[config.mk]
export PLATFORM = sky130hd
export DESIGN_NAME = q2rpy_cordic_cell
export DESIGN_NICKNAME = d
export VERILOG_FILES = /design/src/rtl/q2rpy_pkg.sv /design/src/rtl/q2rpy_cordic_cell.sv
export SDC_FILE = /design/constraint.sdc
export NUM_CORES = 1
export LEC_CHECK = 0
export ABC_AREA = 1
export ABC_CLOCK_PERIOD_IN_PS = 5800
export BUFFER_PORTS_ARGS = -buffer_cell sky130_fd_sc_hd__buf_2
export CAP_MARGIN = 5
export CORE_MARGIN = 2
export CORE_UTILIZATION = 55
export DETAILED_ROUTE_END_ITERATION = 6
export GPL_TIMING_DRIVEN = 1
export PLACE_DENSITY = 0.8
export REMOVE_ABC_BUFFERS = 1
export SETUP_SLACK_MARGIN = 0.05
export SLEW_MARGIN = 20
export SYNTH_ARGS = -nofsm -noshare
export SYNTH_HDL_FRONTEND = slang
export SYNTH_SLANG_ARGS = --single-unit
[constraint.sdc]
create_clock -name clk -period 5.8 [get_ports clk]
set_input_delay 0.29 -clock clk [delete_from_list [all_inputs] [get_ports clk]]
set_output_delay 0.29 -clock clk [all_outputs]
set_load 0.02 [all_outputs]
[src/rtl/q2rpy_pkg.sv]
package q2rpy_pkg;

    localparam int TERM_W     = 32;
    localparam int SUM_W      = 35;
    localparam int VEC_W      = 36;
    localparam int ANG_W      = 35;
    localparam int RAD_W      = 62;
    localparam int SQRT_STEPS = 31;
    localparam int ROOT_W     = 31;
    localparam int ATAN_N     = 32;

    localparam logic signed [ANG_W-1:0] PI_Q30      = 35'sd3373259426;
    localparam logic signed [SUM_W-1:0] ONE_Q30     = 35'sd1073741824;
    localparam logic signed [14:0]      HALF_PI_Q13 = 15'sd12868;

    // atan(2^-i) scaled by 2^30, truncated.
    localparam logic [31:0] ATAN_TAB [ATAN_N] = '{
        32'h3243F6A8, 32'h1DAC6705, 32'h0FADBAFC, 32'h07F56EA6, 32'h03FEAB76,
        32'h01FFD55B, 32'h00FFFAAA, 32'h007FFF55, 32'h003FFFEA, 32'h001FFFFD,
        32'h000FFFFF, 32'h0007FFFF, 32'h0003FFFF, 32'h0001FFFF, 32'h0000FFFF,
        32'h00007FFF, 32'h00003FFF, 32'h00001FFF, 32'h00000FFF, 32'h000007FF,
        32'h000003FF, 32'h000001FF, 32'h000000FF, 32'h0000007F, 32'h0000003F,
        32'h0000001F, 32'h0000000F, 32'h00000008, 32'h00000004, 32'h00000002,
        32'h00000001, 32'h00000000
    };

    typedef struct packed {
        logic signed [VEC_W-1:0] x;
        logic signed [VEC_W-1:0] y;
        logic signed [ANG_W-1:0] z;
        logic                    zero;
    } vec_t;

    typedef struct packed {
        logic [RAD_W-1:0] rem;
        logic [RAD_W-1:0] root;
    } sqrt_t;

    typedef struct packed {
        logic signed [TERM_W-1:0] sr;
        logic signed [TERM_W-1:0] cr;
        logic signed [TERM_W-1:0] sp;
        logic signed [TERM_W-1:0] sy;
        logic signed [TERM_W-1:0] cy;
        logic                     clamp;
    } terms_t;

endpackage

[src/rtl/q2rpy_cordic_cell.sv]
module q2rpy_cordic_cell #(
    parameter int STEP = 0
) (
    input  logic             clk,
    input  logic             en,
    input  q2rpy_pkg::vec_t  d,
    output q2rpy_pkg::vec_t  q_reg
);

    localparam int AW = q2rpy_pkg::ANG_W;
    localparam logic [31:0] ATAN = q2rpy_pkg::ATAN_TAB[STEP];
    localparam logic signed [AW-1:0] ANG = AW'(ATAN);

    logic signed [q2rpy_pkg::VEC_W-1:0] dx;
    logic signed [q2rpy_pkg::VEC_W-1:0] dy;
    q2rpy_pkg::vec_t                    q_next;

    always_comb
    begin
        dx          = d.y >>> STEP;
        dy          = d.x >>> STEP;
        q_next.zero = d.zero;
        if (!d.y[q2rpy_pkg::VEC_W-1])
        begin
            q_next.x = d.x + dx;
            q_next.y = d.y - dy;
            q_next.z = d.z + ANG;
        end
        else
        begin
            q_next.x = d.x - dx;
            q_next.y = d.y + dy;
            q_next.z = d.z - ANG;
        end
    end

    always_ff @(posedge clk)
    begin
        if (en)
        begin
            q_reg <= q_next;
        end
    end

endmodule

==> Word-level counts from Yosys, hierarchy flattened <==
Cells that the tools add are included.
{ "classes": {"addsub": 5, "muxes": 1} }
{ "op_table": {"columns": ["op", "count"], "rows": [
  ["$mux 107", 1],
  ["$sub 36x36->36", 2],
  ["$add 36x36->36", 1],
  ["$add 35x31->35 const B", 1],
  ["$sub 35x31->35 const B", 1]
]} }
{ "word_totals": {"ff_bits": 108, "inputBits": 110, "elab_cells": 10, "output_inout_bits": 108} }

==> Depth between registers and ports, before layout <==
{ "logic_depth": {"word_depth": 2, "ltp_mapped": 17, "ltp_nobuf": 16} }

==> Worst setup path before layout <==
No wires, ideal clock.
{ "synth_timing": {"kind": "input -> register", "start": "in d[71] (netlist bit)", "end": "reg q_reg[25] (netlist bit) (data pin)", "path_buffers": 2, "t_required_ps": 5541, "arrival_time_ps": 2164, "slack_ps": 3377, "setup_time_ps": 259, "path_stages": 11, "cell_sequence": "inv_1 > clkbuf_1 > buf_2 > ha_1 > nand3_1 > nand3_1 > a21oi_1 > o21ai_0 > nand3_1 > nand2_1 > xor2_1"} }
{ "synth_rtl": {"columns": ["element", "line_no", "rtl"], "rows": [
  ["start: declaration", "q2rpy_cordic_cell.sv:6", "input q2rpy_pkg::vec_t d,"],
  ["end signal: assignment", "q2rpy_cordic_cell.sv:41", "q_reg <= q_next;"],
  ["end: declaration", "q2rpy_cordic_cell.sv:7", "output q2rpy_pkg::vec_t q_reg"]
]} }

==> metrics list <==
* Outcome: complete, no violations
- By instance count, the leading cell after synthesis is sky130_fd_sc_hd__nand2_1.
* Cts hold-fix bufs: 0
* Combinational cell fraction of total power: 45.4%
- Of all nets on the critical path, the largest fanout is 45.
- Max-cap violations in this run came to 0.
- After floorplanning, the core was sized to cover 0.0235 sq mm.
* Least-Margin Pin Slew: 0.957 ns
- Overall track demand over capacity in global routing: 36.4%
- Slew margin rel.: 36.2%
* Mean instance size in the synthesized netlist: 6.54 sq um
- Die footprint: 0.0254 sq mm
- For this run, the detailed router's first-pass iteration total came to 6.
- Sequential cells burn 32.3% of the power.
- Cell area after layout: 0.0148 sq mm
- Number of input and output port buffers inserted: 217
- Buffers from clock root to sink, at most: 2
* Area occupied by multi-input gates: 0.00852 sq mm
* Sum of overflow across all layers after global routing: 0
* Std-Cell Rows: 56
* Number of antenna violations at the first check in global routing: 2
- After detailed routing, the number of vias per cell comes to 5.60.
- Hold WS: 0.0952 ns
* Routability congestion estimate: 1.06
- The number of global-route vias before repair came to 13900.
* Storage element area: 0.00321 sq mm
- Number of nets in the final layout: 2463
- Setup repair after global routing left no endpoint under its margin.
- The internal power of the cells totals 0.00176 W.
- The share of total power dissipated in the clock network is 22.3%.
* Maximum operating frequency: 406 MHz
- Once the floorplan was initialized, standard cells occupied 56.3% of the core.
- For this block, the initial DRC count from the detailed router was 1375.
- In the post-synthesis netlist, the biggest area contributors are sky130_fd_sc_hd__edfxtp_1 (24%), sky130_fd_sc_hd__nand2_1 (17%), sky130_fd_sc_hd__ha_1 (13%), sky130_fd_sc_hd__inv_1 (8.4%), sky130_fd_sc_hd__nand3_1 (6.5%).
- DP HPWL: 38900 microns
- Ports: 218
- Counting distinct cell types in the post-synthesis netlist gives 46.
- Min Tclk post-route: 2.46 ns
* Net switching share of the total power: 45.1%
- The die is 159 microns wide.
- Post-CTS Setup Bufs: 0
- Clock net sink count: 107
- The hold violation total from the final report is 0.
- Entering global routing, the biggest net connects 74 pins.
- Summed over all failing endpoints, the final setup total negative slack is 0 ns.
- Startpoint type of the worst setup path: primary input
* P_leak: 7.65 nW
- The number of pins with negative max-slew slack in the final report came to 0.
- Setup violations, final: 0
- Worst setup path class: primary input to flop
* Kind of end point of the critical path: flop
- After synthesis, the largest area contributor takes up 24.2% of total cell area.
- CTS H-Tree Depth: 3
- Number of warning messages in the yosys log: 0
- The routed design has 47000 microns of wire.
* CTS tree: built
- After clock tree synthesis, the clock-pin slew on the worst setup and hold paths is 0.10 ns.
- Placement Cell Area: 0.0144 sq mm
* Endpoint arrival time on the critical path: 2.60 ns
- The tightest min-delay check is of the primary input to flop type.
* Layout cells sized above 1: 14.8%
- For this run, asynchronously set or reset flops after synthesis account for 0%.
* Post-synth EDFFs: 107
- Area overhead of the layout relative to synthesis: 11.4%
- Floorplan die height: 159 microns
- Dividing the detail-routed wire length by the instance count gives 18.5 microns.
- Post-synthesis cell count: 2026
- Post-route clock period utilization: 42.4%
- Seq cells post-synth: 107
- Summing over every cut layer, the via total after detailed routing is 14200.
- Psw: 0.00144 W
* Cell taking the most area after synthesis: sky130_fd_sc_hd__edfxtp_1
* Top cell types by occurrence after synthesis: sky130_fd_sc_hd__nand2_1 (587), sky130_fd_sc_hd__inv_1 (297), sky130_fd_sc_hd__nor2_1 (175)
* Number of buffers created by CTS: 9
- Number of filler instances in the final layout: 2319
- Number of flip-flops in the largest register: 107
- Total power per unit cell area: 217 mW/mm^2
* IR drop worst, VDD: 0.155 mV
* DR DRC count: 0
- Total of cells resized after clock tree synthesis: 0
- Total standard cell area after synthesis: 0.0133 sq mm
- First-pass GRT wire length: 72600 microns
- Req. time, crit path: 5.94 ns
- Root buffer cell: sky130_fd_sc_hd__clkbuf_16
- The most used flip-flop cell after synthesis is sky130_fd_sc_hd__edfxtp_1.
* Remaining antenna violation count after routing: 0
* Sequential element share of the synthesized area: 24.2%
[critical path, cell delays in order]
cell and delay [ns]:
sky130_fd_sc_hd__buf_2 0.15, sky130_fd_sc_hd__buf_4 0.51, sky130_fd_sc_hd__ha_1 0.40, sky130_fd_sc_hd__a21oi_1 0.22, sky130_fd_sc_hd__a21boi_0 0.44, sky130_fd_sc_hd__o21ai_0 0.20, sky130_fd_sc_hd__a21oi_1 0.16, sky130_fd_sc_hd__nand2_1 0.07
sky130_fd_sc_hd__xor2_1 0.14
[power groups by stage]
stage	Clock, W	Sequential, W	Combinational, W
after floorplan	0	0.00120	0.000782
after global placement	0	0.00105	0.00140
after detailed placement	0	0.00105	0.00142
after CTS	0.000714	0.00104	0.00142
after global routing	0.000745	0.00104	0.00158
final	0.000715	0.00104	0.00146
[per-stage QoR]
step                      setup slack (ns)  utilization [%]  power [W]  std cells
after CTS                             3.40             62.7    0.00317       2534
after global placement                2.99             61.3    0.00245       2518
final                                 3.34             62.7    0.00321       2536
after floorplan                       2.64                -    0.00198       1977
after global routing                  3.20             62.7    0.00337       2536
after detailed placement              3.00             61.3    0.00247       2518
[metal layers]
metal | global-route usage [%] | wire [microns] | vias up
met5 | 0 | 0 | -
met4 | 14.3 | 1800 | 0
met3 | 5.16 | 3780 | 109
met2 | 60.7 | 21500 | 713
met1 | 47.7 | 19900 | 6476
li1 | - | - | 6912
[placed cells by master, fill, tap and decap left out, drive strengths merged, types with 6 or more instances in the layout]
cell,instances
a21oi,161
a21o,6
o22ai,9
edfxtp,107
clkbuf,9
inv,321
o21bai,24
buf,222
nand2,606
nor2,200
xnor2,8
o21ai,110
nand3,179
nand4,16
ha,139
o21a,7
xor2,44
nor3,18
[final timing paths]
kind | to | slack, ns | from | cells past startpoint
worst max-delay path | q_reg[34] | 3.34 | d[71] | 9
worst min-delay path | q_reg[0] | 0.1 | d[0] | 1
[final cells by class]
cell class	instances	share of cell area, %
diodes	2	0.0339
clock buffers	9	1.53
clock inverters	7	0.635
inverters	316	8.03
multi-input cells	1554	57.7
flip-flops and latches	107	21.8
well taps	319	2.70
repair buffers	222	7.63
[cells by family (layout without fill, tap and decap cells)]
| kind of cell | count (synthesis) | after routing | synth area share [%] |
|---|---|---|---|
| buffers and inverters | 365 | 554 | 11.5 |
| AO/OA/AOI/OAI | 325 | 325 | 13.7 |
| flip-flops | 107 | 107 | 24.2 |
| other | 0 | 2 | 0 |
| AND/OR/NAND/NOR | 1034 | 1034 | 33.4 |
| XOR/XNOR | 52 | 52 | 3.43 |
| adder cells (fa/ha/maj) | 143 | 143 | 13.7 |
No activity file was read; power rests on OpenSTA's default activity.
