==> src/rtl/q2rpy_pkg.sv <==
package q2rpy_pkg;

    localparam int TERM_W     = 32;
    localparam int SUM_W      = 35;
    localparam int VEC_W      = 36;
    localparam int ANG_W      = 35;
    localparam int RAD_W      = 62;
    localparam int SQRT_STEPS = 31;
    localparam int ROOT_W     = 31;
    localparam int ATAN_N     = 32;

    localparam logic signed [ANG_W-1:0] PI_Q30      = 35'sd3373259426;
    localparam logic signed [SUM_W-1:0] ONE_Q30     = 35'sd1073741824;
    localparam logic signed [14:0]      HALF_PI_Q13 = 15'sd12868;

    // atan(2^-i) scaled by 2^30, truncated.
    localparam logic [31:0] ATAN_TAB [ATAN_N] = '{
        32'h3243F6A8, 32'h1DAC6705, 32'h0FADBAFC, 32'h07F56EA6, 32'h03FEAB76,
        32'h01FFD55B, 32'h00FFFAAA, 32'h007FFF55, 32'h003FFFEA, 32'h001FFFFD,
        32'h000FFFFF, 32'h0007FFFF, 32'h0003FFFF, 32'h0001FFFF, 32'h0000FFFF,
        32'h00007FFF, 32'h00003FFF, 32'h00001FFF, 32'h00000FFF, 32'h000007FF,
        32'h000003FF, 32'h000001FF, 32'h000000FF, 32'h0000007F, 32'h0000003F,
        32'h0000001F, 32'h0000000F, 32'h00000008, 32'h00000004, 32'h00000002,
        32'h00000001, 32'h00000000
    };

    typedef struct packed {
        logic signed [VEC_W-1:0] x;
        logic signed [VEC_W-1:0] y;
        logic signed [ANG_W-1:0] z;
        logic                    zero;
    } vec_t;

    typedef struct packed {
        logic [RAD_W-1:0] rem;
        logic [RAD_W-1:0] root;
    } sqrt_t;

    typedef struct packed {
        logic signed [TERM_W-1:0] sr;
        logic signed [TERM_W-1:0] cr;
        logic signed [TERM_W-1:0] sp;
        logic signed [TERM_W-1:0] sy;
        logic signed [TERM_W-1:0] cy;
        logic                     clamp;
    } terms_t;

endpackage

==> src/rtl/q2rpy_sqrt_cell.sv <==
module q2rpy_sqrt_cell #(
    parameter int POS = 0
) (
    input  logic              clk,
    input  logic              en,
    input  q2rpy_pkg::sqrt_t  d,
    output q2rpy_pkg::sqrt_t  q_reg
);

    localparam int W = q2rpy_pkg::RAD_W;
    localparam logic [W-1:0] BIT = W'(1) << (2 * POS);

    logic [W-1:0]     trial;
    q2rpy_pkg::sqrt_t q_next;

    // One result bit of the restoring square root per cell.
    always_comb
    begin
        trial = d.root + BIT;
        if (d.rem >= trial)
        begin
            q_next.rem  = d.rem - trial;
            q_next.root = (d.root >> 1) + BIT;
        end
        else
        begin
            q_next.rem  = d.rem;
            q_next.root = d.root >> 1;
        end
    end

    always_ff @(posedge clk)
    begin
        if (en)
        begin
            q_reg <= q_next;
        end
    end

endmodule

==> config.mk <==
export PLATFORM = sky130hd
export DESIGN_NAME = q2rpy_sqrt_cell
export DESIGN_NICKNAME = d
export VERILOG_FILES = /design/src/rtl/q2rpy_pkg.sv /design/src/rtl/q2rpy_sqrt_cell.sv
export SDC_FILE = /design/constraint.sdc
export NUM_CORES = 1
export LEC_CHECK = 0
export BUFFER_PORTS_ARGS = -buffer_cell sky130_fd_sc_hd__buf_2
export CORE_ASPECT_RATIO = 0.75
export CORE_UTILIZATION = 30
export CTS_CLUSTER_SIZE = 30
export DETAILED_ROUTE_END_ITERATION = 6
export HOLD_SLACK_MARGIN = 0.1
export MAX_ROUTING_LAYER = met4
export PLACE_DENSITY = 0.53
export SETUP_SLACK_MARGIN = 0.02
export SYNTH_ARGS = -nofsm -noshare
export SYNTH_HDL_FRONTEND = slang
export SYNTH_SLANG_ARGS = --single-unit
==> constraint.sdc <==
create_clock -name clk -period 8.3 [get_ports clk]
set_input_delay 1.66 -clock clk [delete_from_list [all_inputs] [get_ports clk]]
set_output_delay 1.66 -clock clk [all_outputs]
set_load 0.1 [all_outputs]
== Word level (Yosys, flattened, before mapping) ==
Cells that the tools add are included.

* Bitwise gates (word level): 0
* Reductions and logical operators: 0
* $lt $le $gt $ge: 1
* Muxes and demuxes: 1
* Equality and inequality tests: 0
* $add $sub $neg: 3
* $mul: 0
* Shifts and indexed selects: 0
* Div/mod/pow operators: 0

{| class="wikitable"
|+ Operators by type and width
! cell !! count
|-
| two-way mux 124 bit || 1
|-
| adder 61 x 1 -> 62 bit, second input constant || 1
|-
| adder 62 x 1 -> 62 bit, second input constant || 1
|-
| >= comparator 62 bit || 1
|-
| subtractor 62 bit || 1
|}

* Memories kept: 0
* Register bits after elaboration: 124
* Bits in latches: 0
* Bits in read-only memories: 0
* RAM bits: 0
* Input bits: 126

== Depth between registers and ports, before layout ==
Gate-level depths: netlist of the first run.

* Depth in word-level cells: 3
* Gate-level depth with buffers: 25
* Gate-level depth less buffers: 20

== Worst setup path after synthesis of the first run ==
OpenSTA, ideal clock, no wires.

* Path type: input-to-reg
* From: in d[7] (netlist name)
* To: reg q_reg[31] (netlist name), data pin
* Setup time: 0.266 ns
* Stages on the path: 21
* Slack: 1.699 ns
* Arrival: 6.336 ns
* Cell sequence: clkbuf_1 > and3_1 > nand2_1 > nor2_1 > nand2_1 > or3_1 > or3_1 > nor2_1 > nand3_1 > xnor2_1 > ha_1 > and3_1 > nand2_1 > or4_4 > or3_4 > a31o_1 > buf_6 > or3_4 > buf_6 > nor4_4 > xor2_1

{| class="wikitable"
|+ RTL lines
! what !! line !! text
|-
| start: declaration || q2rpy_sqrt_cell.sv:6 || <nowiki>input q2rpy_pkg::sqrt_t d,</nowiki>
|-
| end signal: assignment || q2rpy_sqrt_cell.sv:36 || <nowiki>q_reg <= q_next;</nowiki>
|-
| end: declaration || q2rpy_sqrt_cell.sv:7 || <nowiki>output q2rpy_pkg::sqrt_t q_reg</nowiki>
|}

==> reports/summary.json, run 1 <==
{
  "place": {
    "routabilityCongestion": 0.948,
    "detailedPlace.worstSlack_ps": 795,
    "post-place-cells": 1868,
    "dp_hpwl_mm": 34.6,
    "place.port_buffers": 249
  },
  "status": {
    "outcome": "completed"
  },
  "routing": {
    "total_number_of_vias": 10300,
    "post_drt_via_cell_ratio": 5.39,
    "drt-pass1-iter-count": 5,
    "post_drt_wl_per_cell_um": 22.5,
    "detail_route.wirelength_mm": 43.0,
    "drc": 0,
    "post_detailed_route_count_of_antenna_violating_nets": 0,
    "drtIter0Drc": 1062
  },
  "cts": {
    "cts-htree-levels": 4,
    "tritoncts.num_buffers": 17,
    "clock_sink_count": 124,
    "postCtsSetupBuffers": 0,
    "hold_buffers": 0,
    "postCtsResizedCells": 0,
    "cts_buffer_depth": 2,
    "root_buffer": "sky130_fd_sc_hd__clkbuf_16",
    "cts_tree": "yes",
    "clk_pin_slew_ps": 60
  },
  "min_path": {
    "hold_path.startpoint": "d[95]",
    "hold_depth": 3,
    "worst_hold_path_type": "primary input to flip-flop",
    "hold_end": "q_reg[95]"
  },
  "sta": {
    "final.setup.tns_ps": 0,
    "finalCritPeriodShare": 0.869,
    "post-route-min-period_ps": 7210,
    "max_freq_mhz": 139,
    "tightestPinTransition_ps": 840,
    "timing_max_transition_violations_final": 0,
    "max-slew-margin-rel": 0.433,
    "setup-violations-final": 0,
    "final_critical_path_setup_slack_ps": 1090,
    "fin_hold_ws_ps": 1540,
    "rsz0062_at_grt": "false",
    "final-hold-violation-count": 0
  },
  "logic_synthesis": {
    "mappedNetlistArea_mm2": 0.0105,
    "synth_top_area_frac": 0.355,
    "synth_sequential_area_ratio": 0.355,
    "number_of_synthesized_flops_with_an_enable_pin": 124,
    "synthesis.nets": 1407,
    "async_reset_ff_frac": 0,
    "cell_count_after_synthesis": 1216,
    "ys_types": 68,
    "synth.largest_area_cell": "sky130_fd_sc_hd__edfxtp_1",
    "post_synth_top_flop": "sky130_fd_sc_hd__edfxtp_1",
    "ys_ff_latch": 124,
    "syn-mean-instance-area_um2": 8.63,
    "post_synth_main_area_contributors": "sky130_fd_sc_hd__edfxtp_1 (35%), sky130_fd_sc_hd__xnor2_1 (7.7%), sky130_fd_sc_hd__ha_1 (7.6%), sky130_fd_sc_hd__xor2_1 (7.1%), sky130_fd_sc_hd__a21oi_1 (5.6%)",
    "yosys_warnings": 0
  },
  "die": {
    "die_area_mm2": 0.0357,
    "pin_count": 250,
    "floorplan.initialDensity": 0.309,
    "die_width_um": 218,
    "fp.dieH_um": 164,
    "core_area_mm2": 0.0340,
    "core.rowCount": 58
  },
  "layout": {
    "drive_above_1_share": 0.216,
    "most_frequent_standard_cell_in_the_layout_excluding_fill_and_tap_cells": "sky130_fd_sc_hd__buf_2",
    "combined_area_of_the_multi_input_logic_cells_mm2": 0.00642,
    "syn_to_final_growth_pct": 21.1,
    "seqCellArea_mm2": 0.00372,
    "num-nets-final": 1628,
    "final_core_utilization": 0.374,
    "finish.cell_count_without_fillers": 1909,
    "flip_flop_count_of_the_largest_register_after_layout": 124,
    "num-fill-cells": 3560,
    "mostFrequentLayoutCells": "sky130_fd_sc_hd__buf_2 (248), sky130_fd_sc_hd__nor2_1 (140), sky130_fd_sc_hd__nand2_1 (139), sky130_fd_sc_hd__edfxtp_1 (124), sky130_fd_sc_hd__a21oi_1 (117)"
  },
  "power": {
    "leakage_uw": 0.00500,
    "power.density_mw_per_mm2": 210,
    "vdd_ir_drop_max_uv": 108
  },
  "global_routing": {
    "grt_max_degree": 45,
    "grt_overflow": 0,
    "grt_first_pass_wirelength_mm": 62.7,
    "grt_antenna_before_repair": 10,
    "global_route.usage.total": 0.246,
    "first_global_vias": 9730
  },
  "critical_path": {
    "crit_path_top_delay_cell": "sky130_fd_sc_hd__or4_4",
    "path_class": "primary input to flip-flop",
    "worst-endpoint-required_ps": 8470,
    "worst_setup_path_end_kind": "flip-flop",
    "worstSetupStartpointType": "primary input",
    "worst_path_largest_cell_delay_ps": 570,
    "worst-endpoint-arrival_ps": 7380,
    "critical_path.cell_chain": "buf_2, and4_1, nand2_1, nor2_1, nand2_1, or3_1, or3_1, nor2_1, nand3_1, xnor2_1, ha_1, and3_1, nand2_1, or4_4, or3_4, a31o_1, or4_4, nor2_1, xor2_1",
    "critical_path_peak_fanout": 10
  },
  "run": {
    "timing.max_cap.violations": 0
  }
}
[logic make-up (layout without fill, tap and decap cells)]
| family | count (synthesis) | count (layout) | synth area share |
|---|---|---|---|
| adder cells (fa/ha/maj) | 65 | 65 | 0.0782 |
| buffers and inverters | 84 | 318 | 0.0345 |
| XOR/XNOR | 177 | 177 | 0.148 |
| flip-flops | 124 | 124 | 0.355 |
| AO/OA/AOI/OAI | 282 | 282 | 0.163 |
| other | 0 | 9 | 0 |
| AND/OR/NAND/NOR | 484 | 484 | 0.222 |
[per-stage QoR]
stage	total power, uW	cell area, um^2
2_1_floorplan	1680	10500
3_3_place_gp	1950	12100
5_1_grt	2770	12700
3_5_place_dp	1940	12100
4_1_cts	2680	12700
6_report	2680	12700
[synthesized netlist by cell type, drive strengths merged (22+ instances only)]
library cell and n:
a21o 24, a21oi 118, and3 22, buf 28, clkbuf 31, edfxtp 124, ha 64, inv 25
nand2 142, nand3 40, nand4 46, nor2 141, nor3 30, o21ai 61, xnor2 92, xor2 85
[power by group]
| part | switching [uW] | internal [uW] |
|---|---|---|
| sequential | 26.3 | 780 |
| clock | 323 | 410 |
| combinational | 893 | 242 |
| total | 1240 | 1430 |
[critical path: cells and delay by family]
kind | cells | cell delay [ps]
XOR/XNOR | 2 | 260
AO/OA/AOI/OAI | 1 | 400
AND/OR/NAND/NOR | 14 | 4480
adder cells (fa/ha/maj) | 1 | 400
buffers and inverters | 1 | 170
[how the worst max path moves through the flow]
stage                     startpoint        end  slack (ps)
after floorplan                 d[7]  q_reg[31]        1700
after global placement          d[3]  q_reg[49]        1000
after detailed placement        d[3]  q_reg[49]         800
after CTS                       d[3]  q_reg[45]        1230
after global routing            d[3]  q_reg[49]         780
final                           d[3]  q_reg[45]        1090
[per-layer routing]
layer,global-route usage,vias up,part of all wire
met2,0.337,465,0.41
met4,0.0515,0,0.011
li1,-,4890,-
met3,0.0491,26,0.080
met1,0.367,4912,0.50
met5,-,-,0
[area by class of cell]
class,count,area share
multi-input cells,1008,0.505
flip-flops and latches,124,0.293
repair buffers,261,0.105
well taps,450,0.0443
clock buffers,17,0.0335
clock inverters,15,0.00955
inverters,25,0.00738
diodes,9,0.00177
No activity file was read; power rests on OpenSTA's default activity.
==> run 2, diff against run 1 <==
--- a/config.mk
+++ b/config.mk
@@ -11,7 +11,6 @@
 export CTS_CLUSTER_SIZE = 30
 export DETAILED_ROUTE_END_ITERATION = 6
 export HOLD_SLACK_MARGIN = 0.1
-export MAX_ROUTING_LAYER = met4
 export PLACE_DENSITY = 0.53
 export SETUP_SLACK_MARGIN = 0.02
 export SYNTH_ARGS = -nofsm -noshare
==> run 2 against run 1 <==
Clock power up 15%. Global-route usage down 0.86 points. Critical path type unchanged. Sequential share of layout area down 0.17 points. Sequential cell count unchanged. Largest cell class unchanged. Combinational power about the same. Clock-buffer cell count unchanged. Critical path depth up 1. Total power up 4.1%. Highest routed layer is now met5. Largest power group unchanged. Setup slack worse by 110 ps. Sequential power about the same.
==> reports/summary.json, run 2 (synthesized netlist as in run 1, its figures left out) <==
{
  "power": {
    "vdd_ir_drop_max_uv": 141,
    "power.density_mw_per_mm2": 218,
    "leakage_uw": 0.00504
  },
  "die": {
    "pin_count": 250,
    "floorplan.initialDensity": 0.309,
    "core.rowCount": 58,
    "core_area_mm2": 0.0340,
    "fp.dieH_um": 164,
    "die_area_mm2": 0.0357,
    "die_width_um": 218
  },
  "sta": {
    "finalCritPeriodShare": 0.882,
    "post-route-min-period_ps": 7320,
    "max_freq_mhz": 137,
    "rsz0062_at_grt": "false",
    "fin_hold_ws_ps": 1530,
    "final.setup.tns_ps": 0,
    "timing_max_transition_violations_final": 0,
    "final-hold-violation-count": 0,
    "tightestPinTransition_ps": 1080,
    "setup-violations-final": 0,
    "max-slew-margin-rel": 0.277
  },
  "routing": {
    "drtIter0Drc": 1096,
    "drt-pass1-iter-count": 7,
    "drc": 0,
    "post_detailed_route_count_of_antenna_violating_nets": 0,
    "total_number_of_vias": 10300,
    "post_drt_via_cell_ratio": 5.39,
    "detail_route.wirelength_mm": 42.6,
    "post_drt_wl_per_cell_um": 22.3
  },
  "min_path": {
    "worst_hold_path_type": "primary input to flip-flop"
  },
  "critical_path": {
    "worst-endpoint-required_ps": 8530,
    "worstSetupStartpointType": "primary input",
    "path_class": "primary input to flip-flop",
    "worst_setup_path_end_kind": "flip-flop",
    "worst-endpoint-arrival_ps": 7550,
    "critical_path_peak_fanout": 28
  },
  "cts": {
    "clk_pin_slew_ps": 60,
    "clock_sink_count": 124,
    "postCtsSetupBuffers": 0,
    "postCtsResizedCells": 0,
    "cts-htree-levels": 4,
    "root_buffer": "sky130_fd_sc_hd__clkbuf_16",
    "tritoncts.num_buffers": 17,
    "cts_tree": "yes",
    "hold_buffers": 0,
    "cts_buffer_depth": 2
  },
  "place": {
    "place.port_buffers": 249,
    "dp_hpwl_mm": 34.1,
    "routabilityCongestion": 0.909,
    "placement.cell_area_mm2": 0.0121
  },
  "global_routing": {
    "grt_max_degree": 76,
    "first_global_vias": 9499,
    "grt_overflow": 0,
    "grt_antenna_before_repair": 12,
    "global_route.usage.total": 0.238,
    "grt_first_pass_wirelength_mm": 62.1
  },
  "layout": {
    "final_cell_area_mm2": 0.0128,
    "flip_flop_count_of_the_largest_register_after_layout": 124,
    "num-fill-cells": 3582,
    "most_frequent_standard_cell_in_the_layout_excluding_fill_and_tap_cells": "sky130_fd_sc_hd__buf_2",
    "mostFrequentLayoutCells": "sky130_fd_sc_hd__buf_2 (248), sky130_fd_sc_hd__nor2_1 (140), sky130_fd_sc_hd__nand2_1 (139), sky130_fd_sc_hd__edfxtp_1 (124), sky130_fd_sc_hd__a21oi_1 (117)",
    "syn_to_final_growth_pct": 21.8,
    "num-nets-final": 1627,
    "drive_above_1_share": 0.218
  },
  "run": {
    "timing.max_cap.violations": 0
  },
  "status": {
    "outcome": "completed"
  }
}
==> run 2: layer usage <==
layer	wire length, um	share of wire	GRT usage
met5	55	0.0013	0
met4	465	0.011	0.0445
met3	3240	0.076	0.0593
met2	17400	0.41	0.327
met1	21400	0.50	0.367
==> run 2: critical path: stages <==
cell                       delay (ps)
sky130_fd_sc_hd__buf_2            160
sky130_fd_sc_hd__and4_1           340
sky130_fd_sc_hd__nand2_1          220
sky130_fd_sc_hd__nor2_1           300
sky130_fd_sc_hd__nand2_1          280
sky130_fd_sc_hd__or3_1            440
sky130_fd_sc_hd__or3_1            430
sky130_fd_sc_hd__nor2_1           300
sky130_fd_sc_hd__nand3_1          150
sky130_fd_sc_hd__xor2_1           160
sky130_fd_sc_hd__ha_1             450
sky130_fd_sc_hd__nand4_1          270
sky130_fd_sc_hd__nor4b_1          610
sky130_fd_sc_hd__nand4_1          190
sky130_fd_sc_hd__o211ai_1         150
sky130_fd_sc_hd__nand3_1          180
sky130_fd_sc_hd__nand3_4          300
sky130_fd_sc_hd__buf_4            390
sky130_fd_sc_hd__o311ai_0         210
sky130_fd_sc_hd__o31ai_1          320
==> run 2: power by group <==
group          internal, uW  switching, uW  total [uW]  leakage [uW]
registers               780           27.0         807       0.00121
logic                   242            889        1130       0.00352
clock network           508            338         846      0.000307
total                  1530           1250        2780       0.00504
==> run 2: worst paths after layout <==
check	from	endpoint	cells after the start
setup / recovery	d[3]	q_reg[118]	20
hold / removal	d[64]	q_reg[64]	3
==> run 2: through the flow <==
stage / util / power [uW] / setup WS (ps) / std cells
final: 0.376 / 2780 / 981 / 1906
after global routing: 0.376 / 2890 / 506 / 1901
after CTS: 0.376 / 2790 / 1130 / 1899
after detailed placement: 0.357 / 1940 / 676 / 1867
after global placement: 0.357 / 1950 / 1010 / 1867
after floorplan: - / 1680 / 1700 / 1216
==> run 2: cell type report <==
class,count,area (um^2),area share
Inverter,25,93.8,0.00734
Clock buffer,17,425,0.0333
Sequential cell,124,3720,0.291
Multi-Input combinational cell,1008,6420,0.502
Antenna cell,7,17.5,0.00137
Timing Repair Buffer,260,1330,0.104
Clock inverter,15,209,0.0163
Tap cell,450,563,0.0440
